<file path="config.mk">
export PLATFORM = sky130hd
export DESIGN_NAME = abkf_ctrl
export DESIGN_NICKNAME = d
export VERILOG_FILES = /design/src/sv/abkf_pkg.sv /design/src/sv/abkf_ctrl.sv
export SDC_FILE = /design/constraint.sdc
export NUM_CORES = 1
export LEC_CHECK = 0
export BUFFER_PORTS_ARGS = -buffer_cell sky130_fd_sc_hd__buf_4
export CAP_MARGIN = 30
export CORE_MARGIN = 2
export CORE_UTILIZATION = 40
export CTS_CLUSTER_DIAMETER = 80
export DETAILED_ROUTE_END_ITERATION = 8
export HOLD_SLACK_MARGIN = 0.05
export PLACE_DENSITY = 0.71
export SKIP_LAST_GASP = 1
export SYNTH_ARGS = -nofsm -noshare
export SYNTH_HDL_FRONTEND = slang
export SYNTH_SLANG_ARGS = --single-unit
</file>
<file path="constraint.sdc">
create_clock -name clk -period 1.7 [get_ports clk]
set_input_delay 0.255 -clock clk [delete_from_list [all_inputs] [get_ports clk]]
set_output_delay 0.255 -clock clk [all_outputs]
set_load 0.1 [all_outputs]
</file>
<file path="src/sv/abkf_pkg.sv">
package abkf_pkg;

  // Fixed point format and filter dimensions.
  localparam int NUM_AXES  = 3;
  localparam int FRAC_BITS = 24;
  localparam int FX_W      = 40;
  localparam int AXIS_W    = 2;
  localparam int CFG_W     = 25;
  localparam int CFG_IDX_W = 2;

  // Sequenced multiplier: magnitude of A times MUL_STEPS chunks of B.
  localparam int MUL_AW    = FX_W + 1;
  localparam int MUL_CHUNK = 14;
  localparam int MUL_STEPS = 3;
  localparam int MUL_BW    = MUL_CHUNK * MUL_STEPS;
  localparam int MUL_PP_W  = MUL_AW + MUL_CHUNK;
  localparam int PROD_W    = MUL_AW + MUL_BW;
  localparam int MUL_CNT_W = $clog2(MUL_STEPS);

  // Restoring divider: numerator magnitude shifted up by FRAC_BITS.
  localparam int DVD_W     = FX_W + 1 + FRAC_BITS;
  localparam int DIV_CNT_W = $clog2(DVD_W);

  typedef logic signed [FX_W-1:0] fx_t;
  typedef logic signed [FX_W:0]   wide_t;
  typedef logic signed [FX_W+3:0] sum_t;
  typedef logic [CFG_W-1:0]       cfg_t;
  typedef logic [CFG_IDX_W-1:0]   cfg_idx_t;
  typedef logic [3:0]             step_t;

  localparam fx_t FX_MAX = {1'b0, {(FX_W-1){1'b1}}};
  localparam fx_t FX_MIN = {1'b1, {(FX_W-1){1'b0}}};

  // Configuration register indexes and reset values.
  localparam cfg_idx_t CFG_ANGLE_NOISE   = 2'd0;
  localparam cfg_idx_t CFG_BIAS_NOISE    = 2'd1;
  localparam cfg_idx_t CFG_MEASURE_NOISE = 2'd2;
  localparam cfg_t ANGLE_NOISE_RESET   = 25'd16777;
  localparam cfg_t BIAS_NOISE_RESET    = 25'd50332;
  localparam cfg_t MEASURE_NOISE_RESET = 25'd50332;

  // Multiply steps of one update, in issue order.
  localparam step_t STEP_RATE_DT   = 4'd0;
  localparam step_t STEP_DT_C11    = 4'd1;
  localparam step_t STEP_DT_C10    = 4'd2;
  localparam step_t STEP_DT_T      = 4'd3;
  localparam step_t STEP_K0_INNOV  = 4'd4;
  localparam step_t STEP_K1_INNOV  = 4'd5;
  localparam step_t STEP_K0_P00    = 4'd6;
  localparam step_t STEP_K0_P01    = 4'd7;
  localparam step_t STEP_K1_P00    = 4'd8;
  localparam step_t STEP_K1_P01    = 4'd9;

  typedef struct packed {
    logic  load;
    logic  mul_start;
    logic  commit;
    logic  div_start;
    logic  write_back;
    logic  write_zero;
    step_t step;
  } ctrl_cmd_t;

  typedef struct packed {
    logic mul_done;
    logic div_done;
    logic out_free;
    logic axis_bad;
  } ctrl_status_t;

  // Saturate a wider signed sum to the 40-bit format.
  function automatic fx_t sat_fx(input sum_t v);
    fx_t r;
    if (v > sum_t'(FX_MAX)) begin
      r = FX_MAX;
    end else if (v < sum_t'(FX_MIN)) begin
      r = FX_MIN;
    end else begin
      r = v[FX_W-1:0];
    end
    return r;
  endfunction

endpackage

</file>
<file path="src/sv/abkf_ctrl.sv">
module abkf_ctrl (
  input  logic                   clk,
  input  logic                   rst,
  input  logic                   in_valid,
  output logic                   in_ready,
  input  abkf_pkg::ctrl_status_t status,
  output abkf_pkg::ctrl_cmd_t    cmd
);

  localparam logic [2:0] S_IDLE     = 3'd0;
  localparam logic [2:0] S_MUL_GO   = 3'd1;
  localparam logic [2:0] S_MUL_WAIT = 3'd2;
  localparam logic [2:0] S_DIV_GO   = 3'd3;
  localparam logic [2:0] S_DIV_WAIT = 3'd4;
  localparam logic [2:0] S_WRITE    = 3'd5;
  localparam logic [2:0] S_BAD      = 3'd6;

  logic [2:0]      state;
  logic [2:0]      state_next;
  abkf_pkg::step_t step;
  abkf_pkg::step_t step_next;

  // Commands for the datapath in each state.
  always_comb begin
    cmd            = '0;
    cmd.step       = step;
    in_ready       = (state == S_IDLE);
    cmd.load       = in_valid && (state == S_IDLE);
    cmd.mul_start  = (state == S_MUL_GO);
    cmd.commit     = (state == S_MUL_WAIT) && status.mul_done;
    cmd.div_start  = (state == S_DIV_GO);
    cmd.write_back = (state == S_WRITE) && status.out_free;
    cmd.write_zero = (state == S_BAD) && status.out_free;
  end

  // Step sequence: four prediction products, the gains, six update products.
  always_comb begin
    state_next = state;
    step_next  = step;
    case (state)
      S_IDLE: begin
        if (cmd.load) begin
          state_next = status.axis_bad ? S_BAD : S_MUL_GO;
          step_next  = abkf_pkg::STEP_RATE_DT;
        end
      end
      S_MUL_GO: begin
        state_next = S_MUL_WAIT;
      end
      S_MUL_WAIT: begin
        if (status.mul_done) begin
          if (step == abkf_pkg::STEP_DT_T) begin
            state_next = S_DIV_GO;
          end else if (step == abkf_pkg::STEP_K1_P01) begin
            state_next = S_WRITE;
          end else begin
            state_next = S_MUL_GO;
            step_next  = step + 1'b1;
          end
        end
      end
      S_DIV_GO: begin
        state_next = S_DIV_WAIT;
      end
      S_DIV_WAIT: begin
        if (status.div_done) begin
          state_next = S_MUL_GO;
          step_next  = abkf_pkg::STEP_K0_INNOV;
        end
      end
      S_WRITE: begin
        if (status.out_free) begin
          state_next = S_IDLE;
        end
      end
      S_BAD: begin
        if (status.out_free) begin
          state_next = S_IDLE;
        end
      end
      default: begin
        state_next = S_IDLE;
      end
    endcase
  end

  always_ff @(posedge clk) begin
    if (rst) begin
      state <= S_IDLE;
      step  <= abkf_pkg::STEP_RATE_DT;
    end else begin
      state <= state_next;
      step  <= step_next;
    end
  end

  // A result is only written into a free output register.
  a_write_free: assert property (@(posedge clk) disable iff (rst)
    (cmd.write_back || cmd.write_zero) |-> status.out_free)
    else $error("result written over a pending transaction");

  // The last update product leads straight to the write-back.
  a_last_step: assert property (@(posedge clk) disable iff (rst)
    (state == S_MUL_WAIT && status.mul_done && step == abkf_pkg::STEP_K1_P01)
    |=> (state == S_WRITE))
    else $error("sequence did not end in write-back");

  // The divider finishes only while it is awaited.
  a_div_expected: assert property (@(posedge clk) disable iff (rst)
    status.div_done |-> (state == S_DIV_WAIT))
    else $error("unexpected divider completion");

endmodule

</file>
# After elaboration in Yosys (flattened, before gate mapping)
# Cells that the tools add are included.
[word_totals]
in_bits = 7
reg_bits = 7
word_cells = 40
output_inout_bits = 11
[op_classes]
n_eq_ne = 14
add_sub_neg = 1
mux = 14
n_reduce_logical = 9
[ops]
columns = ["cell", "count"]
rows = [
  ["$mux W3", 7],
  ["$mux W4", 5],
  ["$pmux W3 S6", 1],
  ["$pmux W4 S3", 1],
  ["$eq A3 B3 Y1 const B", 3],
  ["$ne A2 B2 Y1 const B", 4],
  ["$eq A3 B2 Y1 const B", 2],
  ["$reduce_and A6 Y1", 1],
  ["$add A4 B1 Y4 const B", 1],
  ["$eq A4 B2 Y1 const B", 1],
  ["$eq A4 B4 Y1 const B", 1],
  ["$logic_and A1 B1 Y1", 4],
  ["$ne A2 B1 Y1 const B", 2],
  ["$reduce_and A4 Y1", 1],
  ["$eq A3 B1 Y1 const B", 1],
  ["$logic_not A3 Y1", 1],
  ["$reduce_bool A3 Y1", 1],
  ["$reduce_or A2 Y1", 1],
]

# Logic depth before layout (Yosys ltp)
# Gate-level depths: netlist of run 1.
[logic_depth]
ltp_word = 5
mapped_depth = 6
depth_no_buf = 6

# Worst setup path before layout of run 1
# OpenSTA, ideal clock, no wires.
[synth_timing]
kind = "register to output"
startpoint = "register state[0]"
endpoint = "output port cmd[9] in the netlist's numbering"
t_arrival_ps = 3584
slack_ps = -2139
path_stages_with_launch = 4
cell_sequence = "dfxtp_1 > clkbuf_1 > nor3_1 > and2_1"
[synth_lines]
columns = ["element", "line_no", "rtl"]
rows = [
  ["start, declared", "abkf_ctrl.sv:18", "logic [2:0] state;"],
  ["start signal, assigned", "abkf_ctrl.sv:92", "state <= state_next;"],
  ["end, declared", "abkf_ctrl.sv:7", "output abkf_pkg::ctrl_cmd_t cmd"],
]

==> impl_results.md, run 1 <==
* Status: completed
* Pwr Total at 1.42 mW
* CP Max Fanout at 4
* Worst Reg-to-Reg Cells at 5
* Worst-margin pin slew at 0.325 ns
* WL/cell at 13.6 µm
* Seq cells post-synth at 7
* Overall routed net length at 1550 µm
* Post-synth top flop: dfxtp_1
* Distinct cells, synth at 31
* Register area at 159 µm²
* Top-Level Pins at 18
* Final Skew at 0.00604 ns
* Multi-input gate area at 439 µm²
* Post-synthesis cell count at 74
* Arrival time worst endpoint at 1.41 ns
* Clock Path Buffers at 2
* Die Wd at 41.4 µm
* CTS clk-pin slew, worst paths at 0.05 ns
* Hold Path Class: in2reg
* Mapped Area at 561 µm²
* Drt first pass iters at 4
* Slew margin rel. at 78.1%
* Antenna-violating nets left at 0
* Worst vdd ir at 0.745 mV
* Reg-to-Reg End: step[1]$_SDFFE_PP0P_
* Crit path launch type: flop
* Post-synth EDFFs at 0
* Syn avg cell area at 7.57 µm²
* Worst-skew pair later-pin latency at 0.25 ns
* Origin of the critical flop-to-flop path: step[0]$_SDFFE_PP0P_
* CTS HTree Levels at 1
* Antenna fix cells at 0
* Vertical die dimension at 41.4 µm
* GP Congestion at 0.811
* Commonest non-fill, non-tap cell in the layout: buf_4
* Leakage power at 0.370 nW
* CP max-delay cell: or3b_4
* Critical Path, Cell by Cell: or3b_4, buf_6, nor2_4, buf_12
* Via count at 637
* Largest stage delay, worst path at 0.40 ns
* Area Overhead vs Synth at 55.8%
* CTS sink cnt at 7
* Worst hold margin at 0.266 ns
* Setup violations, final at 0
* Fin crit share at 98.2%
* GRT Total Usage at 20.0%
* DRC viols at 0
* Hold path depth at 2
* Final hold violations at 0
* Seq/Total Area, Yosys at 25.0%
* PwrDens at 1630 nW/µm²
* Core region area at 1300 µm²
* Yosys warning total at 0
* Via/cell ratio at 5.59
* Minimum clock period at 1.67 ns
* GRT overflow at 0
* RSZ-0062 raised after global routing: yes
* Fillers at 135
* Starting density of the core at 43.1%
* Final nets at 109
* Initial antenna violation count at 0
* Hpwl dp at 1170 µm
* Cts bufs inserted at 3
* Fraction of registers with async set/reset at 0%
* MaxCap Viol Count at 0
* Commonest cells after routing, fill and taps aside: buf_4, nand2b_1, nor2_1
* IO buf count at 17
* Initial DRC Count at 11
* Layout cell share with drive strength beyond 1 at 49.5%
* Setup TNS at 0 ns
* Worst reg2reg setup slack at 0.06 ns
* Row cnt at 13
* Hold Startpoint: rst
* Fmax achieved at 599 MHz
* Die footprint at 1720 µm²
* Largest net degree at the start of global routing at 14
* Max Slew Vio Count at 0
* Post-Syn Nets at 83
* Type of destination of the critical path: output pin
* Root Buffer Master: clkbuf_4
* Vias in the first global route at 639
* First-pass GRT wire length at 2730 µm
* CTS tree: built
* Crit path kind: reg2out
* Hold endpoint: state[0]$_SDFFE_PP0P_
* Critical Path RT at 1.44 ns
-- per-layer routing --
metal  wire [µm]  track usage [%]  up-vias
li1            -                -      317
met1         609             21.1      296
met2         822             36.6       22
met3         105             3.04        2
met4          14             12.3        0
met5           0                0        -
-- stage by stage --
stage	setup slack [ns]	instances	util [%]	instance area, µm²
2_1_floorplan	-0.319	74	-	646
3_3_place_gp	0.0415	107	60.8	791
3_5_place_dp	0.0371	107	60.8	791
4_1_cts	0.00972	114	66.0	858
5_1_grt	-0.0227	114	67.1	873
6_report	0.0303	114	67.1	873
-- worst max path at each step --
stage                           from                    to  slack (ns)  cells after the start
2_1_floorplan  state[1]$_SDFFE_PP0P_                cmd[9]       -0.32                      3
3_3_place_gp   state[2]$_SDFFE_PP0P_  step[0]$_SDFFE_PP0P_        0.04                      4
6_report       state[1]$_SDFFE_PP0P_                cmd[7]        0.03                      4
3_5_place_dp   state[2]$_SDFFE_PP0P_  step[0]$_SDFFE_PP0P_        0.04                      4
5_1_grt        state[1]$_SDFFE_PP0P_                cmd[7]       -0.02                      4
4_1_cts        state[2]$_SDFFE_PP0P_                cmd[7]        0.01                      4
-- power by group --
part	leakage, nW	switching, mW	internal (mW)
logic	0.294	0.676	0.351
registers	0.0613	0.0380	0.208
clock network	0.0150	0.0612	0.0895
-- synth_stat cells, types with 2 or more instances --
library cell	count	area, µm²
nor2_1	10	37.5
o21ai_0	3	15.0
nand2b_1	6	37.5
a21oi_1	2	10.0
dfxtp_1	7	140
o31ai_1	3	22.5
nand3_1	2	10.0
mux2i_1	3	30.0
and3b_1	2	17.5
ha_1	2	25.0
nor2b_1	2	12.5
nor3_1	5	25.0
clkbuf_1	4	15.0
o211ai_1	2	15.0
inv_1	5	18.8
-- critical path, delay by kind of cell (launching register included) --
| family | cells | cell delay, ns |
|---|---|---|
| buffers and inverters | 2 | 0.31 |
| DFF | 1 | 0.35 |
| and+or+nand+nor | 2 | 0.51 |
-- registers in the layout, summed over array words and instances (netlist names) --
signal / count
step: 4
state: 3
-- cells by family after synthesis --
| logic type | Yosys count | share of synthesized area, % |
|---|---|---|
| AOI/OAI and AO/OA | 15 | 19.0 |
| and+or+nand+nor | 35 | 35.3 |
| buffers and inverters | 10 | 6.92 |
| DFF | 7 | 25.0 |
| adders and majority gates | 2 | 4.46 |
| muxes | 5 | 9.37 |
-- final cells by class --
type / instances / area share (%)
inverter: 5 / 2.15
clock buffer: 4 / 3.01
sequential: 7 / 18.2
multi-input combinational: 57 / 50.3
timing repair buffer: 26 / 24.2
tap: 15 / 2.15
-- what timing repair did --
action | CTS | global route
endpoints found under the setup margin | 3 | 3
setup buffers | 3 | 0
gates resized for setup | 6 | 3
pin swaps | 1 | 4
hold buffers | 0 | 0
(Power assumes the default switching activity.)
==> run 2: changes to the inputs <==
CELL_PAD_IN_SITES_DETAIL_PLACEMENT = 0   (was not set)
CELL_PAD_IN_SITES_GLOBAL_PLACEMENT = 1   (was not set)
CORE_UTILIZATION = 30   (was 40)
PLACE_DENSITY = 0.74   (was 0.71)
==> impl_results.md, run 2 (same netlist as run 1, synthesis figures left out) <==
* Status: completed
* Commonest cells after routing, fill and taps aside: buf_4, nand2b_1, nor2_1
* First-pass GRT wire length at 2370 µm
* Worst-skew pair later-pin latency at 0.26 ns
* Layout cell share with drive strength beyond 1 at 51.0%
* Arrival time worst endpoint at 1.43 ns
* Vias in the first global route at 549
* Crit path launch type: flop
* Critical Path RT at 1.44 ns
* Hpwl dp at 1120 µm
* Worst vdd ir at 0.889 mV
* Slew margin rel. at 78.7%
* Die Wd at 47.2 µm
* WL/cell at 12.6 µm
* Top-Level Pins at 18
* Clock Path Buffers at 2
* CP Max Fanout at 5
* Max reg flops at 4
* Hold path depth at 2
* Switching Fraction at 54.6%
* DRC viols at 0
* Fmax achieved at 594 MHz
* Hold endpoint: state[0]$_SDFFE_PP0P_
* Sequential Power Share at 17.7%
* Core region area at 1750 µm²
* CTS HTree Levels at 1
* Post-route setup slack at 0.0160 ns
* Initial antenna violation count at 0
* Pre-CTS WS at 0.0668 ns
* Overall routed net length at 1570 µm
* GP Congestion at 0.766
* Final Skew at 0.00200 ns
* Largest net degree at the start of global routing at 14
* Worst reg2reg setup slack at 0.05 ns
* Pint at 648 µW
* Combinational share of power at 71.4%
* Worst-margin pin slew at 0.316 ns
* Top reg by flops: step
* Clock Power Share at 10.9%
* Type of destination of the critical path: output pin
* Die footprint at 2230 µm²
* Psw at 779 µW
* Minimum clock period at 1.68 ns
* Via count at 652
* GRT Total Usage at 15.6%
* Row cnt at 15
* Leakage power at 0.379 nW
* Hold Path Class: in2reg
* Layout Utilization at 51.4%
* RSZ-0062 raised after global routing: yes
* Via/cell ratio at 5.22
* Antenna-violating nets left at 0
* Final nets at 110
* Crit path kind: reg2out
* Antenna fix cells at 0
* Initial DRC Count at 15
* MaxCap Viol Count at 0
* PwrDens at 1590 nW/µm²
* Max Slew Vio Count at 0
* IO buf count at 17
* Root Buffer Master: clkbuf_4
* CTS clk-pin slew, worst paths at 0.05 ns
* Origin of the critical flop-to-flop path: state[2]$_SDFFE_PP0P_
* Placed Area at 811 µm²
* Post-route cell area at 897 µm²
* Setup violations, final at 0
* Starting density of the core at 32.1%
* Worst hold margin at 0.245 ns
* Vertical die dimension at 47.2 µm
* Final hold violations at 0
* Fin crit share at 99.1%
* Area Overhead vs Synth at 60.0%
* Regs by FF count: step: 4 flops, state: 3 flops
* GRT overflow at 0
* Hold Startpoint: rst
* Reg-to-Reg End: step[1]$_SDFFE_PP0P_
* CTS tree: built
* Drt first pass iters at 5
* Commonest non-fill, non-tap cell in the layout: buf_4
* Cts bufs inserted at 3
* CTS sink cnt at 7
* Pwr Total at 1.43 mW
* Worst Reg-to-Reg Cells at 5
run 2: cell count changes in the layout (fill, tap and decap cells not counted), sizes merged:
cell / previous run / this run
buf: 26 / 27
run 2: worst max-delay path: stages, from the launching register on:
cell	delay (ns)
dfxtp_4	0.35
or3b_4	0.39
buf_4	0.15
nor2_4	0.09
buf_12	0.18
run 2: repair_timing:
item / in CTS / in global routing
buffers inserted: 3 / 0
resized for setup: 6 / 5
hold buffers: 0 / 0
endpoints found under the setup margin: 1 / 4
gates cloned: 0 / 0
pin swaps: 1 / 2
run 2: stage by stage:
stage	TNS (ns)	std cells
after floorplan	-0.365	74
after global placement	0	118
after detailed placement	0	118
after CTS	0	125
after global routing	-0.0173	125
final	0	125
run 2: layout make-up:
type	instances	area [µm²]
sequential	7	161
tap	25	31.3
multi-input combinational	57	440
inverter	5	18.8
fill	185	848
clock buffer	4	26.3
timing repair buffer	27	219
run 2: how the worst max path moves through the flow:
| stage | start | to | slack [ns] | depth (start not counted) |
|---|---|---|---|---|
| after detailed placement | state[2]$_SDFFE_PP0P_ | step[1]$_SDFFE_PP0P_ | 0.07 | 4 |
| final | state[2]$_SDFFE_PP0P_ | cmd[7] | 0.02 | 4 |
| after global placement | step[1]$_SDFFE_PP0P_ | step[1]$_SDFFE_PP0P_ | 0.08 | 6 |
| after floorplan | state[1]$_SDFFE_PP0P_ | cmd[9] | -0.32 | 3 |
| after CTS | state[2]$_SDFFE_PP0P_ | cmd[7] | 0.006 | 4 |
| after global routing | state[2]$_SDFFE_PP0P_ | cmd[7] | -0.02 | 4 |
run 2: per-layer routing:
metal	vias up	global-route usage, %	share of wire [%]
met1	299	20.2	45
li1	320	-	-
met4	0	11.7	4.1
met2	26	23.0	46
met3	7	2.31	5.2
met5	-	0	0
run 2: power groups by stage:
stage	sequential, mW	combinational [mW]	clock, mW
after floorplan	0.321	0.715	0
after global placement	0.251	0.959	0
after detailed placement	0.250	0.957	0
after CTS	0.247	1.01	0.164
after global routing	0.257	1.08	0.173
final	0.253	1.02	0.156
